`src/hw/rtl/srmt_pkg.sv`:
```
// package with constants and types of the sorted read mark table unit
`default_nettype none
package srmt_pkg;
   localparam int DefaultDepth    = 256;
   localparam int DefaultKeyWidth = 16;
   localparam int CountWidth      = 16;
   localparam int DateWidth       = 32;
   localparam int RespWidth       = 17;

   localparam logic [2:0] OpLoad     = 3'd0;
   localparam logic [2:0] OpLookup   = 3'd1;
   localparam logic [2:0] OpUpdate   = 3'd2;
   localparam logic [2:0] OpReset    = 3'd3;
   localparam logic [2:0] OpMarkLost = 3'd4;
   localparam logic [2:0] OpDump     = 3'd5;

   localparam logic [1:0] StatusOk       = 2'd0;
   localparam logic [1:0] StatusFull     = 2'd1;
   localparam logic [1:0] StatusDisabled = 2'd2;
   localparam logic [1:0] StatusDumpDone = 2'd3;
endpackage
`default_nettype wire

```
`src/hw/rtl/srmt_mem.sv`:
```
// one-port-write, one-port-read table memory with registered read data
`default_nettype none
module srmt_mem
   import srmt_pkg::*;
#(
   parameter int Depth = DefaultDepth,
   parameter int Width = 8
) (
   input  wire logic                     clock,
   input  wire logic                     wr_en,
   input  wire logic [$clog2(Depth)-1:0] wr_addr,
   input  wire logic [Width-1:0]         wr_data,
   input  wire logic [$clog2(Depth)-1:0] rd_addr,
   output logic      [Width-1:0]         rd_data
);
   logic [Width-1:0] mem [Depth];

   always_ff @(posedge clock) begin
      if (wr_en) begin
         mem[wr_addr] <= wr_data;
      end
      rd_data <= mem[rd_addr];
   end
endmodule
`default_nettype wire

```
`config.mk`:
```
export PLATFORM = sky130hd
export DESIGN_NAME = srmt_mem
export DESIGN_NICKNAME = d
export VERILOG_FILES = /design/src/hw/rtl/srmt_pkg.sv /design/src/hw/rtl/srmt_mem.sv
export SDC_FILE = /design/constraint.sdc
export NUM_CORES = 2
export LEC_CHECK = 0
export ABC_CLOCK_PERIOD_IN_PS = 3400
export BUFFER_PORTS_ARGS = -buffer_cell sky130_fd_sc_hd__buf_2
export CAP_MARGIN = 20
export CORE_ASPECT_RATIO = 0.75
export CORE_MARGIN = 1
export CORE_UTILIZATION = 40
export DETAILED_ROUTE_END_ITERATION = 6
export GPL_TIMING_DRIVEN = 0
export REMOVE_ABC_BUFFERS = 1
export SYNTH_ARGS = -nofsm -noshare
export SYNTH_HDL_FRONTEND = slang
export SYNTH_SLANG_ARGS = --single-unit
```
`constraint.sdc`:
```
create_clock -name clock -period 3.4 [get_ports clock]
set_input_delay 0.68 -clock clock [delete_from_list [all_inputs] [get_ports clock]]
set_output_delay 0.68 -clock clock [all_outputs]
set_load 0.03 [all_outputs]
```
* Word-level counts from Yosys, hierarchy flattened
Memory sizes are Yosys's and may differ from the RTL's. A register that Yosys moved wholly into a read port is not among the register bits.
Cells that the tools add are included.
** Storage, ports and cells
- Memories kept :: 1
- Input port bits :: 26
- Register bits after elaboration :: 0
- Output and inout port bits :: 8
- Bits in latches :: 0
- RAM bits :: 2048
- Bits in read-only memories :: 0
** Cells by class
- Reduce and logical (&&, ||, !) cells :: 0
- Multipliers :: 0
- Shift operators :: 0
- $add $sub $neg :: 0
- Magnitude comparators :: 0
- Bitwise operators :: 0
- Multiplexer cells :: 2
- Equality and inequality tests :: 0
- Divide/modulo/power cells :: 0
** Memories
- mem :: depth 256, width 8, read ports 1, clocked after memory_dff 1, wr ports 1, line srmt_mem.sv:16 : logic [Width-1:0] mem [Depth];
** Operators with widths (count)
- 2-to-1 mux 1 bit :: 2

* Longest topological paths before layout
- Depth in word-level cells :: 2
- Mapped depth :: 11
- Gate-level depth less buffers :: 6

* Worst setup path before layout
Ideal clock, no wire load.
- Kind :: input -> register
- Start point :: in rd_addr[0]
- End point :: reg rd_data[2] (read register of mem)
- Slack :: 0.782 ns
- Data arrival time :: 2.487 ns
- Setup time :: 0.131 ns
- Stages on the path :: 9
- Path through :: buf_6 > buf_12 > buf_8 > buf_2 > mux4_2 > a22oi_1 > a21oi_1 > nor4_1 > nor4_2
** RTL lines
- from (decl) :: line srmt_mem.sv:13 : input wire logic [$clog2(Depth)-1:0] rd_addr,
- to (decl) :: line srmt_mem.sv:14 : output logic [Width-1:0] rd_data

==> summary.md <==
| Metric | Value |
|---|---|
| Asr flop ratio synth | `0%` |
| #FFs+latches synth | `2,056` |
| Total power draw | `50,600 uW` |
| Fin nets | `3,843` |
| Total Die Area | `201,000 um^2` |
| CP Launch Point | `rd_addr[3]` |
| Status | `complete, but fails checks` |
| Final Max Tran Viols | `0` |
| Via Count | `38,700` |
| Max_cap viols | `0` |
| Hold_buf cts | `0` |
| Global route total overflow | `0` |
| Cell with the most instances after synthesis | `edfxtp_1` |
| Boundary Pins | `34` |
| CP required | `4.03 ns` |
| Clock root buffer master | `clkbuf_16` |
| Post-synth top area share | `77.3%` |
| Post-synthesis cell area | `79,600 um^2` |
| Utilization after layout | `45.5%` |
| Int Pwr | `39,600 uW` |
| Warnings from Yosys | `0` |
| Area Overhead vs Synth | `12.8%` |
| Top post-synthesis cells by count | `edfxtp_1 (2,048), mux4_2 (454), nor2_1 (282)` |
| Final hold vios | `0` |
| Total wire length | `203 mm` |
| Post-route ant nets | `0` |
| Actual slew at the worst max-slew pin | `1.19 ns` |
| Post-DR vias/cell | `5.86` |
| Synth cell types | `55` |
| # rows | `141` |
| Slew margin rel. | `20.5%` |
| H-tree depth | `4` |
| Peak Freq | `0.288 GHz` |
| Min cycle time layout | `3.47 ns` |
| Post-DP HPWL | `118 mm` |
| Sequential power share | `55.2%` |
| Worst-path clk slew | `0.06 ns` |
| Worst flop-to-flop path startpoint | `mem[51][0]` |
| DRT Pass-1 Iters | `5` |
| Crit share post-route | `102%` |
| Switch Pwr | `11,000 uW` |
| Synth Flop Type | `edfxtp_1` |
| Reg2reg setup slack | `0.67 ns` |
| Kind of critical path | `input port to register` |
| Crit end category | `register` |
| Worst hold slack | `0.196 ns` |
| Leakage power | `0.0273 uW` |
| Filler instances | `16,400` |
| Switch share | `21.7%` |
| Post-synth EDFFs | `2,048` |
| Clk_lat worst skew | `0.82 ns` |
| Starting density of the core | `40.3%` |
| Synth area leaders | `edfxtp_1 (77%), mux4_2 (13%), mux2i_1 (1.7%), nor2_1 (1.3%), a22oi_1 (1.3%)` |
| Vias in the first global route | `38,200` |
| Die height | `388 um` |
| Layout cells sized above 1 | `22.4%` |
| Mapped Avg Cell Area | `21.3 um^2` |
| CTS Buf Count | `184` |
| Violated checks | `setup timing` |
| Cells after Synth | `3,733` |
| Pwr/cell area | `564 nW/um^2` |
| Die width | `517 um` |
| Clock sink count | `2,056` |
| Worst min path class | `input port to register` |
| RSZ-0062 raised after global routing | `false` |
| Core area | `197,000 um^2` |
| Critical Path Fanout Max | `31` |
| Combinational share of power | `5.5%` |
| All-Layer GR Usage | `20.2%` |
| Initial antenna violation count | `18` |
| Clock Path Buffers | `3` |
| Final setup fails | `1` |
| Skew final | `0.0287 ns` |
| Final setup margin | `-0.0732 ns` |
| DRC | `0` |
| Seq/Total Area, Yosys | `77.5%` |
| Worst Min Path Start | `wr_data[4]` |
| Initial DRC count | `4,652` |
| Worst EP arrival | `4.11 ns` |
| Global-route wire length before repair | `286 mm` |
| Routed len/inst | `30.7 um` |
| Placer congestion estimate | `0.795` |
| Worst VDD drop | `0.554 mV` |
| Top cell type by total area after synthesis | `edfxtp_1` |
| Clock network fraction of total power | `39.2%` |
| TritonCTS clock tree | `yes` |
| Startpoint Class | `input port` |
| Port Buffers | `33` |
| Pin count of the biggest net entering global routing | `160` |
==> cell families after synthesis <==
kind of cell | synth area share [%]
DFF | 77.5
muxes | 14.6
and+or+nand+nor | 2.63
AOI/OAI and AO/OA | 3.42
buffers and inverters | 1.83
==> path summary, 6_finish.rpt <==
kind / to / cells after the start
min: mem[6][4] / 1
max reg2reg: rd_data[0] / 5
max: rd_data[0] / 8
min reg2reg: rd_data[5] / 6
==> repair_timing <==
action,4_1_cts,5_1_grt
endpoints found under the setup margin,8,8
gates resized for setup,39,12
cloned,19,1
setup buffers,14,4
pin swaps,3,3
==> cells in the final DEF, fill, tap and decap left out, types with 9 or more instances in the layout <==
cell type / n
a211oi_1: 15
a21oi_1: 96
a221oi_1: 9
a22oi_1: 133
buf_12: 20
buf_16: 28
buf_2: 24
buf_4: 20
buf_8: 18
bufbuf_16: 18
clkbuf_1: 50
clkbuf_16: 186
clkinv_1: 43
clkinv_2: 27
edfxtp_1: 2048
mux2i_1: 134
mux4_2: 454
nand2_1: 31
nand3_1: 25
nand3_2: 9
nand4_1: 10
nor2_1: 279
nor2b_1: 27
nor3_1: 12
nor3_2: 9
nor4_1: 9
nor4_2: 13
o211ai_1: 10
o21ai_0: 10
o221ai_1: 46
o22ai_1: 28
==> per-layer routing <==
layer	GRT usage, %	up-vias	part of all wire [%]
met5	0	-	0.036
met1	29.8	20800	43
li1	-	15900	-
met4	5.16	12	2.3
met3	5.80	294	10
met2	29.2	1812	44
==> state kept, by name, indices dropped and copies added, names as in the netlist <==
name     flops
mem       2048
rd_data      8
==> power by group through the flow <==
stage	sequential [uW]	combinational [uW]	clock (uW)
after floorplan	28500	981	0
after global routing	28000	2920	21100
final	28000	2800	19900
after detailed placement	28500	2570	0
after global placement	28600	3180	0
after CTS	28000	2770	20200
==> critical path, stage by stage <==
cell      delay [ns]
buf_4           0.40
buf_12          0.29
nor2b_1         0.91
a221oi_1        0.18
o211ai_1        0.31
nand3_1         0.32
nor4_1          0.84
nor4_4          0.11
==> metrics by stage <==
stage                TNS, ns  cell area (um^2)  worst slack, ns  cells
floorplan                  0             78100            0.312   3500
global placement    -5256.60             81600           -17.70   6178
detailed placement    -89.50             83100            -3.80   6237
CTS                        0             89600           0.0286   6600
global route               0             89700          0.00802   6608
finish               -0.0732             89700          -0.0732   6608
==> final cells by class <==
cell class | instances | area [um^2] | share of cell area (%)
repair buffers | 131 | 2340 | 2.61
well taps | 2645 | 3310 | 3.69
multi-input cells | 1442 | 16800 | 18.8
flip-flops and latches | 2056 | 61700 | 68.7
inverters | 2 | 12.5 | 0.0139
clock buffers | 239 | 4870 | 5.43
clock inverters | 91 | 692 | 0.771
diodes | 2 | 5.00 | 0.00558
(Power assumes the default switching activity.)
